<file path="src/hw/rtl/bounding_sphere_grow_top_defines.svh">
// Assertion macros shared by the bounding sphere RTL.
`ifndef BOUNDING_SPHERE_GROW_TOP_DEFINES_SVH
`define BOUNDING_SPHERE_GROW_TOP_DEFINES_SVH

// Condition in the same cycle implies a consequence in that cycle.
`define BSG_ASSERT_NOW(label, clk, rst, ante, cons, msg) \
   label: assert property (@(posedge clk) disable iff (rst) (ante) |-> (cons)) \
      else $error(msg);

// Condition implies a consequence in the following cycle.
`define BSG_ASSERT_NEXT(label, clk, rst, ante, cons, msg) \
   label: assert property (@(posedge clk) disable iff (rst) (ante) |=> (cons)) \
      else $error(msg);

`endif

</file>
<file path="src/hw/rtl/bsg_pkg.sv">
// Package with widths and the sequencer state type of the bounding sphere block.
package bsg_pkg;
   localparam int CoordW  = 32;
   localparam int RadiusW = 31;
   localparam int MagW    = 33;
   localparam int SumW    = 68;
   localparam int RootW   = 33;
   localparam int RootRemW = 35;
   localparam int CntW    = 6;
   localparam int RootSteps = 34;
   localparam int DivSteps  = 33;
   localparam int ReqDataW = 128;
   localparam int RspDataW = 136;

   typedef enum logic [9:0] {
      ST_IDLE = 10'b0000000001,
      ST_SQX  = 10'b0000000010,
      ST_SQY  = 10'b0000000100,
      ST_SQZ  = 10'b0000001000,
      ST_TEST = 10'b0000010000,
      ST_ROOT = 10'b0000100000,
      ST_SETK = 10'b0001000000,
      ST_MUL  = 10'b0010000000,
      ST_DIV  = 10'b0100000000,
      ST_MOVE = 10'b1000000000
   } state_type;

   localparam logic KIND_MERGE = 1'b0;
   localparam logic KIND_LOAD  = 1'b1;
endpackage

</file>
<file path="src/hw/rtl/bounding_sphere_grow_top.sv">
// Bounding sphere grow block: top level with its sequencer and shared multiplier.
// A load item (tuser 1) is stored at once and its result is offered the next cycle.
// A merge item runs three squaring passes and one enclosure test on a single shared
// 33x33 multiplier, then, when the sphere must grow, a 34-step square root (two bits
// a cycle) and for each axis one multiply and a 33-step restoring division (one bit a
// cycle). An enclosed or replacing merge steps through SQX, SQY, SQZ and TEST and offers
// its registered result after TEST; a growing merge goes on through ROOT and SETK and,
// for each axis, MUL, DIV and MOVE. One item is handled at a time and the input is not
// ready until the previous result has been taken.
`include "bounding_sphere_grow_top_defines.svh"
module bounding_sphere_grow_top (
   input  logic                          clock,
   input  logic                          reset,
   input  logic                          req_tvalid,
   output logic                          req_tready,
   // in_x [31:0], in_y [63:32], in_z [95:64], in_radius [126:96], zero [127]
   input  logic [bsg_pkg::ReqDataW-1:0]  req_tdata,
   // kind [0]
   input  logic                          req_tuser,
   output logic                          rsp_tvalid,
   input  logic                          rsp_tready,
   // out_x [31:0], out_y [63:32], out_z [95:64], out_radius [126:96],
   // grew [127], saturated [128], zero [135:129]
   output logic [bsg_pkg::RspDataW-1:0]  rsp_tdata
);
   import bsg_pkg::*;

   state_type state_ff, state_in;
   logic [CoordW-1:0]  cx_ff, cx_in, cy_ff, cy_in, cz_ff, cz_in;
   logic [RadiusW-1:0] rad_ff, rad_in;
   logic [CoordW-1:0]  ix_ff, ix_in, iy_ff, iy_in, iz_ff, iz_in;
   logic [RadiusW-1:0] ir_ff, ir_in;
   logic [SumW-1:0]    acc_ff, acc_in;
   logic [RootRemW-1:0] rrem_ff, rrem_in;
   logic [RootW-1:0]   root_ff, root_in;
   logic [RootW-1:0]   k_ff, k_in;
   logic [RootW-1:0]   nr_ff, nr_in;
   logic [MagW-1:0]    drem_ff, drem_in;
   logic [MagW-1:0]    dlo_ff, dlo_in;
   logic [CntW-1:0]    cnt_ff, cnt_in;
   logic [1:0]         axis_ff, axis_in;
   logic               rsp_valid_ff, rsp_valid_in;
   logic               grew_ff, grew_in, sat_ff, sat_in;

   logic               accept;
   logic [MagW-1:0]    op_a, op_b;
   logic [2*MagW-1:0]  product;
   logic [CoordW-1:0]  sel_in, sel_c;
   logic [MagW-1:0]    delta, delta_mag;
   logic [RadiusW-1:0] t_mag;
   logic               r1_ge_r2, covered;
   logic [RootRemW+1:0] root_try, root_trial;
   logic [MagW:0]      div_try;
   logic [RootW:0]     rsum;
   logic [MagW:0]      moved;

   assign accept     = req_tvalid && req_tready;
   assign req_tready = (state_ff == ST_IDLE) && !rsp_valid_ff;
   assign rsp_tvalid = rsp_valid_ff;
   assign rsp_tdata  = {7'd0, sat_ff, grew_ff, rad_ff, cz_ff, cy_ff, cx_ff};

   // Axis selection for the squaring passes and the centre move.
   always_comb begin
      case (axis_ff)
         2'd0:    begin sel_in = ix_ff; sel_c = cx_ff; end
         2'd1:    begin sel_in = iy_ff; sel_c = cy_ff; end
         default: begin sel_in = iz_ff; sel_c = cz_ff; end
      endcase
      delta     = {sel_in[CoordW-1], sel_in} - {sel_c[CoordW-1], sel_c};
      delta_mag = delta[MagW-1] ? (~delta + 1'b1) : delta;
   end

   // Radius difference for the enclosure test.
   assign r1_ge_r2 = rad_ff >= ir_ff;
   assign t_mag    = r1_ge_r2 ? (rad_ff - ir_ff) : (ir_ff - rad_ff);

   // Shared multiplier with its operand selection.
   always_comb begin
      if (state_ff == ST_TEST) begin
         op_a = {2'b00, t_mag};
         op_b = {2'b00, t_mag};
      end else if (state_ff == ST_MUL) begin
         op_a = delta_mag;
         op_b = k_ff;
      end else begin
         op_a = delta_mag;
         op_b = delta_mag;
      end
   end
   assign product = op_a * op_b;
   assign covered = acc_ff <= {2'b00, product};

   // Square root and division steps.
   assign root_try   = {rrem_ff, acc_ff[SumW-1 -: 2]};
   assign root_trial = {2'b00, root_ff, 2'b01};
   assign div_try    = {drem_ff, dlo_ff[MagW-1]};
   assign rsum  = {3'b000, rad_ff} + {3'b000, ir_ff} + {1'b0, root_ff};
   assign moved = delta[MagW-1] ? ({sel_c[CoordW-1], sel_c} - {1'b0, dlo_ff})
                                : ({sel_c[CoordW-1], sel_c} + {1'b0, dlo_ff});

   // Sequencer.
   always_comb begin
      state_in = state_ff;
      cx_in = cx_ff; cy_in = cy_ff; cz_in = cz_ff; rad_in = rad_ff;
      ix_in = ix_ff; iy_in = iy_ff; iz_in = iz_ff; ir_in = ir_ff;
      acc_in = acc_ff; rrem_in = rrem_ff; root_in = root_ff;
      k_in = k_ff; nr_in = nr_ff; drem_in = drem_ff; dlo_in = dlo_ff;
      cnt_in = cnt_ff; axis_in = axis_ff;
      rsp_valid_in = rsp_valid_ff && !rsp_tready;
      grew_in = grew_ff; sat_in = sat_ff;
      unique case (state_ff)
         ST_IDLE: begin
            if (accept) begin
               ix_in = req_tdata[31:0];
               iy_in = req_tdata[63:32];
               iz_in = req_tdata[95:64];
               ir_in = req_tdata[126:96];
               axis_in = 2'd0;
               if (req_tuser == KIND_LOAD) begin
                  cx_in = req_tdata[31:0];
                  cy_in = req_tdata[63:32];
                  cz_in = req_tdata[95:64];
                  rad_in = req_tdata[126:96];
                  grew_in = 1'b1;
                  sat_in = 1'b0;
                  rsp_valid_in = 1'b1;
               end else begin
                  state_in = ST_SQX;
               end
            end
         end
         ST_SQX: begin
            acc_in = {2'b00, product};
            axis_in = 2'd1;
            state_in = ST_SQY;
         end
         ST_SQY: begin
            acc_in = acc_ff + {2'b00, product};
            axis_in = 2'd2;
            state_in = ST_SQZ;
         end
         ST_SQZ: begin
            acc_in = acc_ff + {2'b00, product};
            axis_in = 2'd0;
            state_in = ST_TEST;
         end
         ST_TEST: begin
            sat_in = 1'b0;
            rrem_in = '0;
            root_in = '0;
            cnt_in = CntW'(RootSteps);
            if (covered && r1_ge_r2) begin
               grew_in = 1'b0;
               rsp_valid_in = 1'b1;
               state_in = ST_IDLE;
            end else if (covered) begin
               cx_in = ix_ff; cy_in = iy_ff; cz_in = iz_ff; rad_in = ir_ff;
               grew_in = 1'b1;
               rsp_valid_in = 1'b1;
               state_in = ST_IDLE;
            end else begin
               state_in = ST_ROOT;
            end
         end
         ST_ROOT: begin
            acc_in = {acc_ff[SumW-3:0], 2'b00};
            if (root_try >= root_trial) begin
               rrem_in = RootRemW'(root_try - root_trial);
               root_in = {root_ff[RootW-2:0], 1'b1};
            end else begin
               rrem_in = RootRemW'(root_try);
               root_in = {root_ff[RootW-2:0], 1'b0};
            end
            cnt_in = cnt_ff - 1'b1;
            if (cnt_ff == CntW'(1)) state_in = ST_SETK;
         end
         ST_SETK: begin
            nr_in = rsum[RootW:1];
            k_in = rsum[RootW:1] - {2'b00, rad_ff};
            state_in = ST_MUL;
         end
         ST_MUL: begin
            // Quotient stays below 2^33, so the upper half starts as remainder.
            drem_in = product[2*MagW-1:MagW];
            dlo_in = product[MagW-1:0];
            cnt_in = CntW'(DivSteps);
            state_in = ST_DIV;
         end
         ST_DIV: begin
            if (div_try >= {1'b0, root_ff}) begin
               drem_in = MagW'(div_try - {1'b0, root_ff});
               dlo_in = {dlo_ff[MagW-2:0], 1'b1};
            end else begin
               drem_in = div_try[MagW-1:0];
               dlo_in = {dlo_ff[MagW-2:0], 1'b0};
            end
            cnt_in = cnt_ff - 1'b1;
            if (cnt_ff == CntW'(1)) state_in = ST_MOVE;
         end
         ST_MOVE: begin
            case (axis_ff)
               2'd0:    cx_in = moved[CoordW-1:0];
               2'd1:    cy_in = moved[CoordW-1:0];
               default: cz_in = moved[CoordW-1:0];
            endcase
            if (axis_ff == 2'd2) begin
               if (nr_ff[RootW-1:RadiusW] != 2'b00) begin
                  rad_in = '1;
                  sat_in = 1'b1;
               end else begin
                  rad_in = nr_ff[RadiusW-1:0];
               end
               grew_in = 1'b1;
               rsp_valid_in = 1'b1;
               state_in = ST_IDLE;
            end else begin
               axis_in = axis_ff + 1'b1;
               state_in = ST_MUL;
            end
         end
         default: state_in = ST_IDLE;
      endcase
   end

   // Control registers.
   always_ff @(posedge clock) begin
      if (reset) begin
         state_ff <= ST_IDLE;
         rsp_valid_ff <= 1'b0;
         cx_ff <= '0; cy_ff <= '0; cz_ff <= '0; rad_ff <= '0;
         cnt_ff <= '0;
         axis_ff <= 2'd0;
      end else begin
         state_ff <= state_in;
         rsp_valid_ff <= rsp_valid_in;
         cx_ff <= cx_in; cy_ff <= cy_in; cz_ff <= cz_in; rad_ff <= rad_in;
         cnt_ff <= cnt_in;
         axis_ff <= axis_in;
      end
   end

   // Datapath registers.
   always_ff @(posedge clock) begin
      ix_ff <= ix_in; iy_ff <= iy_in; iz_ff <= iz_in; ir_ff <= ir_in;
      acc_ff <= acc_in; rrem_ff <= rrem_in; root_ff <= root_in;
      k_ff <= k_in; nr_ff <= nr_in; drem_ff <= drem_in; dlo_ff <= dlo_in;
      grew_ff <= grew_in; sat_ff <= sat_in;
   end

   `BSG_ASSERT_NOW(a_rsp_idle, clock, reset, rsp_valid_ff, state_ff == ST_IDLE, "busy result")
   `BSG_ASSERT_NEXT(a_busy_after_accept, clock, reset, accept, !req_tready, "ready after transfer")
   `BSG_ASSERT_NOW(a_div_rem, clock, reset, state_ff == ST_DIV, drem_ff < root_ff, "remainder")
   `BSG_ASSERT_NOW(a_sat_grew, clock, reset, rsp_valid_ff && sat_ff, grew_ff, "saturated unchanged")
endmodule

</file>
<file path="config.mk">
export PLATFORM = sky130hd
export DESIGN_NAME = bounding_sphere_grow_top
export DESIGN_NICKNAME = d
export VERILOG_FILES = /design/src/hw/rtl/bsg_pkg.sv /design/src/hw/rtl/bounding_sphere_grow_top.sv
export VERILOG_INCLUDE_DIRS = /design/src /design/src/hw/rtl
export SDC_FILE = /design/constraint.sdc
export NUM_CORES = 2
export LEC_CHECK = 0
export ABC_AREA = 1
export BUFFER_PORTS_ARGS = -buffer_cell sky130_fd_sc_hd__buf_2
export CAP_MARGIN = 5
export CORE_MARGIN = 2
export CORE_UTILIZATION = 59
export CTS_CLUSTER_SIZE = 8
export DETAILED_ROUTE_END_ITERATION = 10
export PLACE_DENSITY = 0.85
export SLEW_MARGIN = 25
export SYNTH_ARGS = -nofsm -noshare
export SYNTH_HDL_FRONTEND = slang
export SYNTH_SLANG_ARGS = --single-unit
</file>
<file path="constraint.sdc">
create_clock -name clock -period 16.6 [get_ports clock]
set_input_delay 2.49 -clock clock [delete_from_list [all_inputs] [get_ports clock]]
set_output_delay 2.49 -clock clock [all_outputs]
set_load 0.05 [all_outputs]
</file>
== Word-level counts from Yosys, hierarchy flattened ==
Cells that the tools add are included.
W data, S select, Z words.

* Register bits after elaboration: 543
* Input bits: 133
* Output and inout bits: 138
* Logic and storage cells: 165

* Add/subtract/negate cells: 14
* Multiply operators: 1
* Magnitude comparators: 4
* Eq/ne operators: 27
* Mux-type cells: 71
* Bitwise operators: 1
* Reductions and logical operators: 26

{| class="wikitable"
|+ Operators by type and width
! cell !! number
|-
| $mux W32 || 16
|-
| $pmux W32 S3 || 3
|-
| $mux W31 || 7
|-
| $pmux W68 S3 || 1
|-
| $pmux W33 S2 || 3
|-
| $mux W33 || 5
|-
| $pmux W32 S2 || 2
|-
| $pmux W10 S10 || 1
|-
| $pmux W31 S3 || 1
|-
| $pmux W35 S2 || 1
|-
| $add A68 B66 Y68 || 1
|-
| $le A68 B66 Y1 || 1
|-
| $mul A33 B33 Y66 || 1
|-
| $sub A31 B31 Y31 || 2
|-
| $mux W10 || 4
|-
| $ge A37 B35 Y1 || 1
|-
| $mux W35 || 1
|-
| $sub A35 B35 Y35 || 1
|-
| $add A32 B33 Y34 || 1
|-
| $ge A34 B33 Y1 || 1
|-
| $add A33 B1 Y33 const B || 1
|-
| $not A33 Y33 || 1
|-
| $sub A32 B32 Y33 || 1
|-
| $sub A33 B31 Y33 || 1
|-
| other kinds (42) || 86
|}

== Logic depth before layout (Yosys ltp) ==
* Depth in word-level cells: 13
* Gate-level depth with buffers: 88
* Mapped depth without buffers: 83

== Least setup slack after synthesis ==
No wires, ideal clock.

* Path type: register -> register
* From: register axis_ff[0]
* To: register cz_ff[17]
* Setup time: 0.109 ns
* Arrival time: 13.392 ns
* Required time: 16.491 ns
* Setup slack: 3.099 ns
* Cell stages (with the launch flop): 80
* Path buffers: 8
* Clock period less this slack: 13.501 ns
* Cell sequence: dfxtp_1 inv_1 ha_1 buf_6 nor2_8 buf_12 buf_12 buf_4 buf_2 a21oi_1 inv_1 ha_1 inv_1 fa_1 nand3_1 nand2_1 nand2_1 xor2_1 [44 not listed] nor4_1 nand4_1 nor4_1 nand3b_1 nand3_1 a21oi_1 nand2_1 a21oi_1 nand2_1 nand2_1 nand2_2 nand2_2 nor2_1 buf_2 buf_2 nand3_1 nand2_1 inv_1

* Cells in the longest elaborated chain, start to end: 13
* Elaborated cells on any way between the ends: 24
* Classes of those cells: 4 x add/sub; 1 x mul; 1 x order compare; 4 x eq/ne; 9 x mux; 1 x bitwise; 4 x reduce/logical

{| class="wikitable"
|+ RTL lines
! element !! RTL line !! source
|-
| from (decl) || bounding_sphere_grow_top.sv:41 || <nowiki>logic [1:0] axis_ff, axis_in;</nowiki>
|-
| from (signal assigned) || bounding_sphere_grow_top.sv:238 || <nowiki>axis_ff <= axis_in;</nowiki>
|-
| $eq A2 B1 Y1 or $logic_not A2 Y1 (tied branches) || bounding_sphere_grow_top.sv:64, bounding_sphere_grow_top.sv:201 ||
|-
| $pmux W32 S2 || bounding_sphere_grow_top.sv:64 || <nowiki>case (axis_ff)</nowiki>
|-
| $sub A32 B32 Y33 || bounding_sphere_grow_top.sv:69 || <nowiki>delta = {sel_in[CoordW-1], sel_in} - {sel_c[CoordW-1], sel_c};</nowiki>
|-
| $not A33 Y33 || bounding_sphere_grow_top.sv:70 || <nowiki>delta_mag = delta[MagW-1] ? (~delta + 1'b1) : delta;</nowiki>
|-
| $add A33 B1 Y33 || bounding_sphere_grow_top.sv:70 ||
|-
| $mux W33 || bounding_sphere_grow_top.sv:70 ||
|-
| $mux W33 || bounding_sphere_grow_top.sv:82 || <nowiki>end else if (state_ff == ST_MUL) begin</nowiki>
|-
| $mux W33 || bounding_sphere_grow_top.sv:79 || <nowiki>if (state_ff == ST_TEST) begin</nowiki>
|-
| $mul A33 B33 Y66 || bounding_sphere_grow_top.sv:90 || <nowiki>assign product = op_a * op_b;</nowiki>
|-
| $le A68 B66 Y1 || bounding_sphere_grow_top.sv:91 || <nowiki>assign covered = acc_ff <= {2'b00, product};</nowiki>
|-
| $logic_and A1 B1 Y1 || bounding_sphere_grow_top.sv:152 || <nowiki>if (covered && r1_ge_r2) begin</nowiki>
|-
| $ne A2 B2 Y1 (no line) || n/a ||
|-
| $reduce_and A6 Y1 (no line) || n/a ||
|-
| to (signal assigned) || bounding_sphere_grow_top.sv:236 || <nowiki>cx_ff <= cx_in; cy_ff <= cy_in; cz_ff <= cz_in; rad_ff <= rad_in;</nowiki>
|-
| to (decl) || bounding_sphere_grow_top.sv:29 || <nowiki>logic [CoordW-1:0] cx_ff, cx_in, cy_ff, cy_in, cz_ff, cz_in;</nowiki>
|}

Several ways; a longest one is shown, not always the timed one. The select of a mux whose other input is x is not followed.
A chain may end at the register's enable or synchronous reset.

== Worst setup path after layout ==
* From: register axis_ff[0]
* To: register cy_ff[4]

* Cells in the longest elaborated chain, start to end: 13
* Elaborated cells on any way between the ends: 23
* Classes of those cells: 4 x add/sub; 1 x mul; 1 x order compare; 4 x eq/ne; 9 x mux; 1 x bitwise; 3 x reduce/logical

{| class="wikitable"
|+ RTL lines
! element !! RTL line
|-
| $eq A2 B1 Y1 or $logic_not A2 Y1 (tied branches) || bounding_sphere_grow_top.sv:64, bounding_sphere_grow_top.sv:201
|-
| $pmux W32 S2 || bounding_sphere_grow_top.sv:64
|-
| $sub A32 B32 Y33 || bounding_sphere_grow_top.sv:69
|-
| $not A33 Y33 || bounding_sphere_grow_top.sv:70
|-
| $add A33 B1 Y33 || bounding_sphere_grow_top.sv:70
|-
| $mux W33 || bounding_sphere_grow_top.sv:70
|-
| $mux W33 || bounding_sphere_grow_top.sv:82
|-
| $mux W33 || bounding_sphere_grow_top.sv:79
|-
| $mul A33 B33 Y66 || bounding_sphere_grow_top.sv:90
|-
| $le A68 B66 Y1 || bounding_sphere_grow_top.sv:91
|-
| $logic_and A1 B1 Y1 || bounding_sphere_grow_top.sv:152
|-
| $ne A2 B2 Y1 (no line) || n/a
|-
| $reduce_and A6 Y1 (no line) || n/a
|-
| to (signal assigned) || bounding_sphere_grow_top.sv:236
|-
| to (decl) || bounding_sphere_grow_top.sv:29
|}

Several ways; a longest one is shown, not always the timed one. The select of a mux whose other input is x is not followed.

==> impl_metrics.toml <==
[cells_and_area]
mostFrequentLayoutCell = "nand2_1"
final_cell_mix = "2,353 x nand2_1, 2,159 x inv_1, 995 x fa_1, 983 x nor2_1, 673 x a21oi_1"
num-nets-final = 13000
drive_gt1_share_pct = 8.98
regArea_um2 = 14800
area_growth_pct = 8.57
multi_input_area_um2 = 57900
final_core_util_pct = 64.5
fill_cells = 12100

[timing]
setup_viol = 0
fin_setup_tns_ns = 0
post-route-min-period_ns = 16.00
hold_violations = 0
finClkSkew_ns = 0.0748
timing.hold.ws_ns = 0.506
relSlewSlack_pct = 21.5
tightest_slew_ns = 1.17
fmax_ghz = 0.0625
drv_slew = 0
period_share_pct = 96.4
setup_ws_ns = 0.598

[clock_network]
cts_max_level = 3
path_clk_slew_ns = 0.05
cts.sinks = 543
cts_buffer_depth = 3
cts_tree = "done"
postCtsHoldBufs = 0
cts-root-buf = "clkbuf_16"
cts-buffers-inserted = 80
clk_latency_ns = 0.72

[drt]
first_iter_violations = 9893
dr.pass1.iters = 10
drc_errors = 0
final_antenna_net_count = 0
viasPerCell = 6.08
wl_mm = 334
wl_per_cell_um = 25.4
via_count = 80000

[synthesis]
ys_types = 87
synth_area_per_cell_um2 = 7.61
synth_enable_flop_cells = 397
seq_area_frac_synth_pct = 17.9
synth_seq_cells = 543
yosysWarningCount = 0
ys_async_sr_fraction_pct = 0
ys.flop_type = "edfxtp_1"
synth_area_um2 = 82900
netlist_instances = 10900

[global_routing]
use_met2_pct = 67.9
grt_max_degree = 131
grt_pass1_wl_mm = 489
grt_pass1_vias = 78600
grt.busiest_layer = "met2"
antenna_found_initial = 27
track_usage_pct = 46.3
use_met3_pct = 14.7
grt.overflow.total = 0
grt_use_met1_pct = 57.5

[critical_path]
startpoint_type = "flip-flop"
cp_common_cell = "nand2_1"
cp_num_buf_inv = 16
worstSetupPathType = "reg -> reg"
cpMaxStageDelayCell = "fa_1"
critPathMaxStageDelay_ns = 0.74
critPathTopFamily = "adder cells"
cp_max_fo = 34
crit_arrival_ns = 16.65
cp.required_ns = 17.25
cp-end-kind = "flip-flop"

[floorplan]
core_um2 = 140000
num_rows = 137
die_area_um2 = 143000
top_level_ports = 271
initial_core_util_pct = 59.4
die_h_um = 379
die_w_um = 379

[run_status]
outcome = "complete, no violations"

[job]
drv_cap = 0

[place]
pre_cts_ws_ns = 0.409
routabilityCongestion = 1.06
dp_hpwl_mm = 271
portBuffers = 262

[hold_path]
hp-class = "reg -> reg"
==> cell families after synthesis <==
group / after synthesis / synth area share, %
muxes: 2 / 0.0242
and+or+nand+nor: 4143 / 20.8
other: 1 / 0.00453
AOI/OAI and AO/OA: 1685 / 12.0
buffers and inverters: 2592 / 12.5
adders and majority gates: 1619 / 33.5
xor gates and xnor gates: 302 / 3.23
DFF: 543 / 17.9
==> Yosys cell counts, drive strengths merged (47+ instances only) <==
cell	instances	share of area [%]
nand2	2444	11
inv	2223	10
nor2	1033	4.9
fa	995	24
a21oi	694	4.3
ha	624	9.4
o21ai	501	3.0
edfxtp	397	14
nand3	392	2.6
xor2	211	2.3
buf	191	1.5
clkbuf	172	0.85
dfxtp	146	3.5
o211ai	114	1.0
nor3	108	0.67
xnor2	91	0.97
nand4	61	0.46
o221ai	57	0.62
a31oi	55	0.43
a22o	47	0.50
==> state kept, by name (all words and copies together) (netlist names), 33 cells and up <==
name     flops
acc_ff      68
dlo_ff      33
drem_ff     33
k_ff        33
nr_ff       33
root_ff     33
rrem_ff     35
==> cell type report <==
type	instances	share of cell area, %
Tap cell	1876	2.61
Antenna cell	18	0.0501
Clock inverter	11	0.292
Multi-Input combinational cell	7759	64.4
Sequential cell	543	16.5
Inverter	2229	9.35
Clock buffer	126	2.43
Timing Repair Buffer	585	4.37
==> tightest hold or removal path: stages (launching register included) <==
cell and delay [ns]:
dfxtp_1 0.32, nand2_1 0.08, a21oi_1 0.06
==> through the flow <==
step,cells,area (µm²)
after floorplan,10900,82900
after global placement,13000,87100
after detailed placement,13000,87200
after CTS,13100,89600
after global routing,13100,89900
final,13100,90000
==> path summary, 6_finish.rpt <==
path / startpoint / depth (start not counted) / endpoint / slack [ns]
worst min-delay path: cnt_ff[0] / 2 / cnt_ff[0] / 0.51
worst min register to register: cnt_ff[0] / 2 / cnt_ff[0] / 0.51
worst max register to register: axis_ff[0] / 70 / cy_ff[4] / 0.60
worst max-delay path: axis_ff[0] / 70 / cy_ff[4] / 0.60
==> layer usage <==
metal / wire length, µm / part of all wire (%)
met5: 77 / 0.023
met1: 120000 / 36
met4: 29600 / 8.9
met3: 44100 / 13
met2: 140000 / 42
==> repair_timing <==
item                       in CTS  in global routing
resized for setup               0                 39
setup endpoints to repair       0                137
buffers inserted                0                 13
Power is not shown: default switching activity piles up to over one toggle a cycle in this logic, so the estimate is an artifact.
